File: src/rtl/wtcp_pkg.sv
package wtcp_pkg;

    // Sizes of the command format.
    localparam int LINE_MAX   = 48;
    localparam int WHEELS     = 4;
    localparam int MAX_DIGITS = 7;

    localparam int LEN_W   = $clog2(LINE_MAX);
    localparam int WHEEL_W = $clog2(WHEELS);
    localparam int VCNT_W  = $clog2(WHEELS + 1);
    localparam int DCNT_W  = $clog2(MAX_DIGITS + 1);
    localparam int ACC_W   = 24;
    localparam int TGT_W   = 25;

    // Depth of the queue between the front and back parts (a power of two).
    localparam int QDEPTH = 4;
    localparam int QPTR_W = $clog2(QDEPTH);

    // Character codes.
    localparam logic [7:0] CHR_HASH  = 8'h23;
    localparam logic [7:0] CHR_LOW_A = 8'h61;
    localparam logic [7:0] CHR_UP_A  = 8'h41;
    localparam logic [7:0] CHR_ZERO  = 8'h30;
    localparam logic [7:0] CHR_NINE  = 8'h39;
    localparam logic [7:0] CHR_MINUS = 8'h2D;
    localparam logic [7:0] CHR_PLUS  = 8'h2B;
    localparam logic [7:0] CHR_SPACE = 8'h20;
    localparam logic [7:0] CHR_TAB   = 8'h09;
    localparam logic [7:0] CHR_LF    = 8'h0A;
    localparam logic [7:0] CHR_CR    = 8'h0D;
    localparam logic [7:0] CHR_NUL   = 8'h00;

    // Class of one character after the front part has looked at it.
    // CH_DROP marks the end of an overlong line: it clears the parser without a report.
    typedef enum logic [3:0] {
        CH_WS,
        CH_DIGIT,
        CH_HASH,
        CH_ALL,
        CH_MINUS,
        CH_PLUS,
        CH_OTHER,
        CH_EOL,
        CH_DROP
    } t_chr_class;

    // One queued token: class and, for digits, the digit value.
    typedef struct packed {
        t_chr_class  kind;
        logic [3:0]  digit;
    } t_token;

    // Queue status seen by the front and back parts.
    typedef struct packed {
        logic full;
        logic empty;
    } t_queue_stat;

    // Parser phase of the back part.
    typedef enum logic [2:0] {
        PH_HASH,
        PH_SEL,
        PH_GAP,
        PH_SIGN,
        PH_DIGITS
    } t_phase;

    // Status reported at the end of a line.
    typedef enum logic [1:0] {
        ST_SINGLE = 2'd0,
        ST_ALL    = 2'd1,
        ST_REJECT = 2'd2
    } t_line_status;

    typedef logic signed [TGT_W-1:0] t_target;

endpackage

File: src/rtl/wheel_target_command_parser.sv
// Wheel target command parser.
// Input channel: one received byte per item on i_rx_byte, taken at a rising
// edge with i_valid high and o_stall low. Lines of the form "#N v" or
// "#a v1 v2 v3 v4" end with CR or LF; spaces and tabs are skipped.
// Output channel: at the end of each non-empty line that did not overflow,
// one item carries the line status, the updated wheel and all four stored
// targets. It is taken at an edge with o_valid high and i_stall low.
// Throughput is one byte per cycle while o_stall is low. A line end is
// classified and written into the token queue at the accepting edge, and
// the parser loads its result register when it pops that token, which
// waits for a free result slot. While the receiver stalls, the result is
// held and the parser keeps consuming characters up to the next line end;
// the four-entry token queue then fills, and o_stall rises only once it is full.
// Reset clears the line state, the queue, the result valid flag and all four
// stored targets to zero.
module wheel_target_command_parser
    import wtcp_pkg::*;
(
    input  logic               i_clk,
    input  logic               i_rst_n,
    input  logic               i_valid,
    input  logic [7:0]         i_rx_byte,
    output logic               o_stall,
    output logic               o_valid,
    input  logic               i_stall,
    output logic [1:0]         o_line_status,
    output logic [1:0]         o_updated_wheel,
    output logic signed [24:0] o_wheel_target_1,
    output logic signed [24:0] o_wheel_target_2,
    output logic signed [24:0] o_wheel_target_3,
    output logic signed [24:0] o_wheel_target_4
);

    t_queue_stat  qstat;
    t_token       push_token;
    t_token       head_token;
    logic         push;
    logic         pop;
    t_line_status status;
    t_target      targets [WHEELS];

    // Front part: classifies bytes and tracks line length.
    wtcp_front u_front (
        .i_clk     (i_clk),
        .i_rst_n   (i_rst_n),
        .i_valid   (i_valid),
        .i_rx_byte (i_rx_byte),
        .o_stall   (o_stall),
        .i_qstat   (qstat),
        .o_push    (push),
        .o_token   (push_token)
    );

    // Token queue between the two parts.
    wtcp_queue u_queue (
        .i_clk   (i_clk),
        .i_rst_n (i_rst_n),
        .i_push  (push),
        .i_token (push_token),
        .i_pop   (pop),
        .o_token (head_token),
        .o_qstat (qstat)
    );

    // Back part: parses tokens and commits targets.
    wtcp_back u_back (
        .i_clk           (i_clk),
        .i_rst_n         (i_rst_n),
        .i_qstat         (qstat),
        .i_token         (head_token),
        .o_pop           (pop),
        .o_valid         (o_valid),
        .i_stall         (i_stall),
        .o_line_status   (status),
        .o_updated_wheel (o_updated_wheel),
        .o_targets       (targets)
    );

    assign o_line_status    = status;
    assign o_wheel_target_1 = targets[0];
    assign o_wheel_target_2 = targets[1];
    assign o_wheel_target_3 = targets[2];
    assign o_wheel_target_4 = targets[3];

endmodule

File: src/rtl/wtcp_front.sv
module wtcp_front
    import wtcp_pkg::*;
(
    input  logic        i_clk,
    input  logic        i_rst_n,
    input  logic        i_valid,
    input  logic [7:0]  i_rx_byte,
    output logic        o_stall,
    input  t_queue_stat i_qstat,
    output logic        o_push,
    output t_token      o_token
);

    logic             r_null;
    logic             n_null;
    logic             r_ovf;
    logic             n_ovf;
    logic [LEN_W-1:0] r_len;
    logic [LEN_W-1:0] n_len;
    logic             accept;
    logic             is_eol;
    t_chr_class       cls;

    // The input stalls only while the queue is full.
    assign o_stall = i_qstat.full;
    assign accept  = i_valid && !i_qstat.full;
    assign is_eol  = (i_rx_byte == CHR_LF) || (i_rx_byte == CHR_CR);

    // Classify the received character.
    always_comb begin
        if (is_eol) begin
            // The end of an overlong line only clears the parser.
            cls = r_ovf ? CH_DROP : CH_EOL;
        end else if (i_rx_byte == CHR_SPACE || i_rx_byte == CHR_TAB) begin
            cls = CH_WS;
        end else if (i_rx_byte >= CHR_ZERO && i_rx_byte <= CHR_NINE) begin
            cls = CH_DIGIT;
        end else if (i_rx_byte == CHR_HASH) begin
            cls = CH_HASH;
        end else if (i_rx_byte == CHR_LOW_A || i_rx_byte == CHR_UP_A) begin
            cls = CH_ALL;
        end else if (i_rx_byte == CHR_MINUS) begin
            cls = CH_MINUS;
        end else if (i_rx_byte == CHR_PLUS) begin
            cls = CH_PLUS;
        end else begin
            cls = CH_OTHER;
        end
    end

    assign o_token.kind  = cls;
    assign o_token.digit = 4'(i_rx_byte - CHR_ZERO);

    // Line length, overflow and zero byte tracking decide which items reach the queue.
    always_comb begin
        n_len  = r_len;
        n_ovf  = r_ovf;
        n_null = r_null;
        o_push = 1'b0;
        if (accept) begin
            if (is_eol) begin
                // An empty line ends without a token; an overlong one sends a drop marker.
                o_push = (r_len != '0);
                n_len  = '0;
                n_ovf  = 1'b0;
                n_null = 1'b0;
            end else if (!r_ovf) begin
                if (r_len < LEN_W'(LINE_MAX - 1)) begin
                    n_len = r_len + 1'b1;
                    if (!r_null) begin
                        if (i_rx_byte == CHR_NUL) begin
                            n_null = 1'b1;
                        end else begin
                            o_push = 1'b1;
                        end
                    end
                end else begin
                    n_ovf = 1'b1;
                end
            end
        end
    end

    always_ff @(posedge i_clk) begin
        if (!i_rst_n) begin
            r_len  <= '0;
            r_ovf  <= 1'b0;
            r_null <= 1'b0;
        end else begin
            r_len  <= n_len;
            r_ovf  <= n_ovf;
            r_null <= n_null;
        end
    end

endmodule

File: src/rtl/wtcp_queue.sv
module wtcp_queue
    import wtcp_pkg::*;
(
    input  logic        i_clk,
    input  logic        i_rst_n,
    input  logic        i_push,
    input  t_token      i_token,
    input  logic        i_pop,
    output t_token      o_token,
    output t_queue_stat o_qstat
);

    t_token            r_slot [QDEPTH];
    logic [QPTR_W-1:0] r_wr_ptr;
    logic [QPTR_W-1:0] r_rd_ptr;
    logic [QPTR_W:0]   r_count;
    logic [QPTR_W:0]   n_count;

    assign o_qstat.full  = (r_count == (QPTR_W + 1)'(QDEPTH));
    assign o_qstat.empty = (r_count == '0);
    assign o_token       = r_slot[r_rd_ptr];

    // Occupancy follows pushes and pops.
    always_comb begin
        n_count = r_count;
        if (i_push && !i_pop) begin
            n_count = r_count + 1'b1;
        end else if (!i_push && i_pop) begin
            n_count = r_count - 1'b1;
        end
    end

    always_ff @(posedge i_clk) begin
        if (!i_rst_n) begin
            r_wr_ptr <= '0;
            r_rd_ptr <= '0;
            r_count  <= '0;
        end else begin
            r_count <= n_count;
            if (i_push) begin
                r_wr_ptr <= r_wr_ptr + 1'b1;
            end
            if (i_pop) begin
                r_rd_ptr <= r_rd_ptr + 1'b1;
            end
        end
    end

    // Token slots carry no reset.
    always_ff @(posedge i_clk) begin
        if (i_push) begin
            r_slot[r_wr_ptr] <= i_token;
        end
    end

    // The front never pushes into a full queue and the back never pops an empty one.
    a_no_overrun: assert property (@(posedge i_clk) disable iff (!i_rst_n)
        o_qstat.full |-> !i_push)
        else $error("queue written while full");
    a_no_underrun: assert property (@(posedge i_clk) disable iff (!i_rst_n)
        o_qstat.empty |-> !i_pop)
        else $error("queue read while empty");
    a_count_step: assert property (@(posedge i_clk) disable iff (!i_rst_n)
        (i_push && !i_pop) |=> (r_count == $past(r_count) + 1'b1))
        else $error("queue count did not follow a push");

endmodule

File: src/rtl/wtcp_back.sv
module wtcp_back
    import wtcp_pkg::*;
(
    input  logic         i_clk,
    input  logic         i_rst_n,
    input  t_queue_stat  i_qstat,
    input  t_token       i_token,
    output logic         o_pop,
    output logic         o_valid,
    input  logic         i_stall,
    output t_line_status o_line_status,
    output logic [1:0]   o_updated_wheel,
    output t_target      o_targets [WHEELS]
);

    t_phase              r_phase;
    t_phase              n_phase;
    logic                r_invalid;
    logic                n_invalid;
    logic                r_neg;
    logic                n_neg;
    logic [ACC_W-1:0]    r_acc;
    logic [ACC_W-1:0]    n_acc;
    logic [DCNT_W-1:0]   r_dcnt;
    logic [DCNT_W-1:0]   n_dcnt;
    logic [VCNT_W-1:0]   r_vcnt;
    logic [VCNT_W-1:0]   n_vcnt;
    logic                r_all;
    logic                n_all;
    logic [WHEEL_W-1:0]  r_wsel;
    logic [WHEEL_W-1:0]  n_wsel;
    t_target             r_pend [WHEELS];
    t_target             n_pend [WHEELS];
    t_target             r_targets [WHEELS];
    t_target             n_targets [WHEELS];
    logic                r_out_valid;
    logic                n_out_valid;
    t_line_status        r_status;
    t_line_status        n_status;
    logic [WHEEL_W-1:0]  r_wheel;
    logic [WHEEL_W-1:0]  n_wheel;

    logic                out_free;
    logic                is_eol;
    logic                is_drop;
    logic                pop_eol;
    logic                pop_drop;
    logic                pop_chr;
    t_target             close_val;
    t_phase              ph;
    logic [VCNT_W-1:0]   vc;
    logic                eff_dig;
    logic                ok;
    logic [VCNT_W-1:0]   eff_vcnt;

    // A line end needs a free result slot; other tokens are taken at once.
    assign out_free = !r_out_valid || !i_stall;
    assign is_eol   = (i_token.kind == CH_EOL);
    assign is_drop  = (i_token.kind == CH_DROP);
    assign o_pop    = !i_qstat.empty && (!is_eol || out_free);
    assign pop_eol  = o_pop && is_eol;
    assign pop_drop = o_pop && is_drop;
    assign pop_chr  = o_pop && !is_eol && !is_drop;

    // The value being closed, with its sign applied.
    assign close_val = r_neg ? -$signed({1'b0, r_acc}) : $signed({1'b0, r_acc});

    // Parser step for one token, and the line end commit.
    always_comb begin
        n_phase     = r_phase;
        n_invalid   = r_invalid;
        n_neg       = r_neg;
        n_acc       = r_acc;
        n_dcnt      = r_dcnt;
        n_vcnt      = r_vcnt;
        n_all       = r_all;
        n_wsel      = r_wsel;
        n_pend      = r_pend;
        n_targets   = r_targets;
        n_status    = r_status;
        n_wheel     = r_wheel;
        n_out_valid = r_out_valid && i_stall;
        ph          = r_phase;
        vc          = r_vcnt;
        eff_dig     = !r_invalid && (r_phase == PH_DIGITS);
        ok          = !r_invalid && (r_phase == PH_GAP || r_phase == PH_DIGITS);
        eff_vcnt    = r_vcnt + VCNT_W'(eff_dig);

        if (pop_chr && !r_invalid) begin
            if (r_phase == PH_DIGITS && i_token.kind == CH_DIGIT) begin
                // Another digit of the current value.
                if (r_dcnt >= DCNT_W'(MAX_DIGITS)) begin
                    n_invalid = 1'b1;
                end else begin
                    n_acc  = (r_acc << 3) + (r_acc << 1) + ACC_W'(i_token.digit);
                    n_dcnt = r_dcnt + 1'b1;
                end
            end else begin
                // A non-digit closes a value in progress first.
                if (r_phase == PH_DIGITS) begin
                    if (r_vcnt < VCNT_W'(WHEELS)) begin
                        n_pend[r_vcnt[WHEEL_W-1:0]] = close_val;
                    end
                    n_vcnt = r_vcnt + 1'b1;
                    vc     = r_vcnt + 1'b1;
                    n_neg  = 1'b0;
                    n_acc  = '0;
                    n_dcnt = '0;
                    ph     = PH_GAP;
                    n_phase = PH_GAP;
                end
                case (ph)
                    PH_HASH: begin
                        if (i_token.kind == CH_HASH) begin
                            n_phase = PH_SEL;
                        end else if (i_token.kind != CH_WS) begin
                            n_invalid = 1'b1;
                        end
                    end
                    PH_SEL: begin
                        if (i_token.kind == CH_ALL) begin
                            n_all   = 1'b1;
                            n_phase = PH_GAP;
                        end else if (i_token.kind == CH_DIGIT && i_token.digit >= 4'd1
                                     && i_token.digit <= 4'(WHEELS)) begin
                            n_wsel  = WHEEL_W'(i_token.digit - 4'd1);
                            n_phase = PH_GAP;
                        end else if (i_token.kind != CH_WS) begin
                            n_invalid = 1'b1;
                        end
                    end
                    PH_GAP: begin
                        if (i_token.kind != CH_WS) begin
                            if (vc >= VCNT_W'(WHEELS)) begin
                                n_invalid = 1'b1;
                            end else if (i_token.kind == CH_MINUS) begin
                                n_neg   = 1'b1;
                                n_phase = PH_SIGN;
                            end else if (i_token.kind == CH_PLUS) begin
                                n_phase = PH_SIGN;
                            end else if (i_token.kind == CH_DIGIT) begin
                                n_acc   = ACC_W'(i_token.digit);
                                n_dcnt  = DCNT_W'(1);
                                n_phase = PH_DIGITS;
                            end else begin
                                n_invalid = 1'b1;
                            end
                        end
                    end
                    PH_SIGN: begin
                        if (i_token.kind == CH_DIGIT) begin
                            n_acc   = ACC_W'(i_token.digit);
                            n_dcnt  = DCNT_W'(1);
                            n_phase = PH_DIGITS;
                        end else begin
                            n_invalid = 1'b1;
                        end
                    end
                    default: begin
                        n_invalid = 1'b1;
                    end
                endcase
            end
        end

        if (pop_eol) begin
            // Commit the line if it parsed, then report.
            n_status = ST_REJECT;
            n_wheel  = '0;
            if (ok && r_all) begin
                if (eff_vcnt == VCNT_W'(WHEELS)) begin
                    for (int i = 0; i < WHEELS; i++) begin
                        n_targets[i] = (eff_dig && r_vcnt == VCNT_W'(i)) ? close_val
                                                                          : r_pend[i];
                    end
                    n_status = ST_ALL;
                end
            end else if (ok) begin
                if (eff_vcnt == VCNT_W'(1)) begin
                    n_targets[r_wsel] = eff_dig ? close_val : r_pend[0];
                    n_status = ST_SINGLE;
                    n_wheel  = r_wsel;
                end
            end
            n_out_valid = 1'b1;
        end

        if (pop_eol || pop_drop) begin
            // Every line end, reported or dropped, leaves the parser ready for a new line.
            n_phase     = PH_HASH;
            n_invalid   = 1'b0;
            n_neg       = 1'b0;
            n_acc       = '0;
            n_dcnt      = '0;
            n_vcnt      = '0;
            n_all       = 1'b0;
            n_wsel      = '0;
        end
    end

    always_ff @(posedge i_clk) begin
        if (!i_rst_n) begin
            r_phase     <= PH_HASH;
            r_invalid   <= 1'b0;
            r_neg       <= 1'b0;
            r_acc       <= '0;
            r_dcnt      <= '0;
            r_vcnt      <= '0;
            r_all       <= 1'b0;
            r_wsel      <= '0;
            r_out_valid <= 1'b0;
            for (int i = 0; i < WHEELS; i++) begin
                r_targets[i] <= '0;
            end
        end else begin
            r_phase     <= n_phase;
            r_invalid   <= n_invalid;
            r_neg       <= n_neg;
            r_acc       <= n_acc;
            r_dcnt      <= n_dcnt;
            r_vcnt      <= n_vcnt;
            r_all       <= n_all;
            r_wsel      <= n_wsel;
            r_out_valid <= n_out_valid;
            r_targets   <= n_targets;
        end
    end

    // Pending values and the result payload carry no reset.
    always_ff @(posedge i_clk) begin
        r_pend   <= n_pend;
        r_status <= n_status;
        r_wheel  <= n_wheel;
    end

    assign o_valid         = r_out_valid;
    assign o_line_status   = r_status;
    assign o_updated_wheel = 2'(r_wheel);
    assign o_targets       = r_targets;

    // A value in progress always has between one and the maximum number of digits.
    a_digit_range: assert property (@(posedge i_clk) disable iff (!i_rst_n)
        (r_phase == PH_DIGITS) |-> (r_dcnt != '0 && r_dcnt <= DCNT_W'(MAX_DIGITS)))
        else $error("digit count out of range");
    // No more values are collected than there are wheels.
    a_value_range: assert property (@(posedge i_clk) disable iff (!i_rst_n)
        r_vcnt <= VCNT_W'(WHEELS))
        else $error("value count beyond wheel count");
    // A line end always leaves the parser ready for a new line.
    a_line_clear: assert property (@(posedge i_clk) disable iff (!i_rst_n)
        pop_eol |=> (r_phase == PH_HASH && r_vcnt == '0 && !r_invalid && r_out_valid))
        else $error("parser not cleared after line end");
    // Only a single wheel update names a wheel.
    a_wheel_zero: assert property (@(posedge i_clk) disable iff (!i_rst_n)
        (r_out_valid && r_status != ST_SINGLE) |-> (r_wheel == '0))
        else $error("wheel index set on a non-single result");

endmodule
File: config.mk
export PLATFORM = sky130hd
export DESIGN_NAME = wheel_target_command_parser
export DESIGN_NICKNAME = d
export VERILOG_FILES = /design/src/rtl/wtcp_pkg.sv /design/src/rtl/wheel_target_command_parser.sv /design/src/rtl/wtcp_front.sv /design/src/rtl/wtcp_queue.sv /design/src/rtl/wtcp_back.sv
export SDC_FILE = /design/constraint.sdc
export NUM_CORES = 1
export LEC_CHECK = 0
export BUFFER_PORTS_ARGS = -buffer_cell sky130_fd_sc_hd__buf_4
export CAP_MARGIN = 20
export CELL_PAD_IN_SITES_DETAIL_PLACEMENT = 0
export CELL_PAD_IN_SITES_GLOBAL_PLACEMENT = 1
export CORE_AREA = 4 4 186 188
export CTS_CLUSTER_SIZE = 10
export DETAILED_ROUTE_END_ITERATION = 12
export DIE_AREA = 0 0 190 192
export PLACE_DENSITY = 0.79
export SKIP_CTS_REPAIR_TIMING = 1
export SYNTH_ARGS = -nofsm -noshare
export SYNTH_HDL_FRONTEND = slang
export SYNTH_SLANG_ARGS = --single-unit
File: constraint.sdc
create_clock -name i_clk -period 5.4 [get_ports i_clk]
set_input_delay 1.62 -clock i_clk [delete_from_list [all_inputs] [get_ports i_clk]]
set_output_delay 1.62 -clock i_clk [all_outputs]
set_load 0.02 [all_outputs]
==> results by group <==
Global route
  • Global-route wire length before repair: roughly 66000 µm
  • All-Layer GR Usage: 0.2257
  • Largest net degree at the start of global routing: 72
  • Vias in the first global route: 11390
  • Initial antenna violation count: 0
  • GR Overflow Total: 0

Synthesis
  • Mux contribution to synthesized area: 0.03226
  • Mapped Area: 0.01470 mm²
  • Mapped Avg Cell Area: between 10 and 15 µm²
  • Post-Synthesis Cells: ~1400
  • Synth Area in XOR/XNOR: 0.03158
  • Distinct cell type count after synthesis: between 80 and 90
  • Synth Warn #: 0
  • Seq/Total Area, Yosys: 0.4903
  • #FFs+latches synth: around 290
  • Synth async-reset ratio: 0
  • Most used DFF post-synth: dfxtp_1
  • EDFF count, synth: around 140
  • Adder and majority gate portion of the synthesized area: 0.05686
  • Syn Nets: between 1500 and 2000
  • Post-Synth Simple-Gate Area: 0.1395
  • Largest family of logic cells by synthesized area: compound AO/OA/AOI/OAI gates
  • Compound-gate portion of the synthesized area: 0.2126

Drt
  • Pre-Repair DR Iteration Count: 5
  • Via count: roughly 12000
  • Post-Route WL: between 40000 and 50000 µm
  • First DRT Iteration DRCs: around 1100
  • Routed len/inst: about 21 µm
  • Via density: between 5 and 6
  • Post-DRT Antenna Nets: 0
  • # DRC: 0

Placed design
  • Placer Congestion: 0.8557
  • I/O Buffers: approximately 120
  • Hpwl dp: slightly below 30000 µm

Critical path
  • Flop2flop setup slack: 1.19 ns
  • Crit path kind: register to register
  • Crit start category: register
  • Crit. End Element: register
  • Reg2reg start: u_back.r_phase[2]
  • Required time of the critical path: between 5 and 6 ns
  • Crit path DAT: ~4.6 ns
  • CP max FO: 30
  • Reg-to-Reg End: u_back.o_targets[87]
  • R2R cell count: 13

Cells and area
  • Reg area: 0.007207 mm²
  • Fin util: 0.5181
  • Filler instances: around 2900
  • Most frequent cells in the layout: dfxtp_1 (156), buf_4 (148), edfxtp_1 (136)
  • Nets: roughly 1600
  • Number of antenna diodes: 0
  • Layout cells sized above 1: 0.1566
  • Area of the multi-input gates: roughly 0.007 mm²
  • P&R area growth vs syn: 16.72%
  • Commonest non-fill, non-tap cell in the layout: dfxtp_1

STA
  • Post-Route Skew: 0.01897 ns
  • Fmax achieved: about 0.24 GHz
  • Setup TNS: 0 ns
  • Worst slew pin tran: around 1.1 ns
  • Final hold viol count: 0
  • Rel. slew slack: 0.2933
  • Post-layout min period: 4.209 ns
  • Share of the cycle needed by the critical path after routing: 0.7794
  • RSZ-0062 raised after global routing: false
  • Final slew viol count: 0
  • Final setup fails: 0

Worst hold path
  • Hold_sp: u_back.o_targets[54]
  • Hold crit path type: register to register
  • Hold Crit Depth: 1
  • Hold EP: u_back.o_targets[54]

CTS
  • CTS buffer count: 36
  • Clk slew on worst S/H paths: about 0.06 ns
  • Clk root buf: clkbuf_16
  • H-tree levels: 2
  • CTS tree: yes
  • Maximum clock path buffer count: 3
  • Worst skew pair latency: just over 0.5 ns
  • CTS sink count: 292

Power
  • PwrDens: between 300 and 400 mW/mm²
  • Leak: 7.082 nW
  • Max IR drop VDD: about 0.23 mV

Floorplan
  • Total core area: 0.03311 mm²
  • Die Area: about 0.036 mm²
  • Std cell rows: 67
  • Die Height: between 150 and 200 µm
  • Die X: between 150 and 200 µm
  • Starting Density: 0.4439
  • I/O pins: 118

Flow run
  • Max-cap viol count: 0

Run status
  • Status: finished clean
state kept, by name, summed over array words and instances (netlist names), 2 cells and up, named ones only:
register	count
u_back.r_wsel	2
u_back.r_vcnt	2
u_back.r_dcnt	3
u_queue.r_slot	32
u_back.o_updated_wheel	2
u_back.r_pend	100
u_queue.r_count	3
u_back.o_line_status	2
u_front.r_len	6
u_back.r_acc	24
u_queue.r_wr_ptr	2
u_back.o_targets	100
u_back.r_phase	3
u_queue.r_rd_ptr	2
worst max-delay path by stage:
stage	start	cells after the start	to	slack, ns
floorplan	i_rx_byte[1]	12	u_queue.r_count[2]	1.10
detailed placement	i_rx_byte[4]	13	u_queue.r_count[2]	0.88
global route	u_back.r_phase[2]	13	u_back.o_targets[87]	0.96
global placement	i_rx_byte[4]	13	u_queue.r_count[2]	1.01
finish	u_back.r_phase[2]	13	u_back.o_targets[87]	1.19
CTS	u_back.r_phase[2]	13	u_back.o_targets[87]	1.27
final cells by class:
type,count,share of cell area
Clock buffer,61,0.06221
Clock inverter,3,0.003209
Inverter,38,0.008314
Multi-Input combinational cell,1022,0.4088
Sequential cell,292,0.4201
Tap cell,448,0.03267
Timing Repair Buffer,148,0.06476
power by group:
part / switching [mW] / internal (mW) / leakage, nW
logic: 0.535 / 0.323 / 3.95
clock network: 0.896 / 1.39 / 0.539
registers: 0.0840 / 2.39 / 2.60
total: 1.51 / 4.10 / 7.08
synth_stat cells (all sizes together), types with 6 or more instances:
cell	n	area (µm²)
nand3	22	110.1
edfxtp	136	4084
xnor2	25	219.0
nor4	7	43.79
nor2	126	475.5
and2	17	106.4
xor2	28	245.2
buf	20	133.9
o22a	10	87.58
nor2b	13	88.83
o21a	9	67.56
nor3	18	101.4
o211a	25	250.2
o221ai	12	105.1
inv	37	138.9
a31oi	31	193.9
ha	62	775.7
o21ai	132	698.2
a41oi	6	52.55
nand2	119	474.2
o211ai	19	147.6
nand2b	11	68.82
nand4	6	37.54
mux4	7	172.7
a21o	11	82.58
a221oi	28	245.2
or3	9	56.30
a22oi	17	127.6
a211oi	16	125.1
clkbuf	70	265.3
o22ai	9	56.30
mux2i	29	290.3
dfxtp	156	3123
nor3b	26	200.2
or4	6	45.04
and3	11	68.82
a21oi	80	400.4
a222oi	6	60.06
cells by family after synthesis:
kind of cell	after synthesis
muxes	37
DFF	292
buffers and inverters	128
AOI/OAI and AO/OA	459
adders and majority gates	65
and+or+nand+nor	408
xor gates and xnor gates	53
critical path: stages, from the launching register on:
cell and delay (ns):
dfxtp_1 0.57, or4b_2 0.62, buf_4 0.28, inv_2 0.10, ha_1 0.15, ha_1 0.16, xnor2_1 0.10, and3b_1 0.24
o21ai_1 0.63, nor2_2 0.21, o21ai_2 0.47, buf_4 0.32, a221oi_1 0.07, nor3b_1 0.21
per-stage QoR:
stage / hold slack [ns] / std cells / area (µm²) / power (mW) / setup slack (ns)
finish: 0.4971 / 2012 / 17160 / 5.618 / 1.191
global route: 0.5158 / 2012 / 17160 / 5.882 / 0.9619
CTS: 0.5006 / 2012 / 17160 / 5.665 / 1.266
detailed placement: 0.4875 / 1948 / 16030 / 3.373 / 0.8766
global placement: 0.4705 / 1948 / 16030 / 3.357 / 1.011
floorplan: 0.4382 / 1442 / 14700 / 3.166 / 1.102
per-layer routing:
metal / vias to the layer above / part of all wire / global-route usage
met1: 5765 / 0.44 / 0.3054
met5: - / 0 / 0
met3: 77 / 0.060 / 0.03381
li1: 5626 / - / -
met2: 434 / 0.48 / 0.3781
met4: 0 / 0.024 / 0.06539
Power figures use the tool's default switching activity.
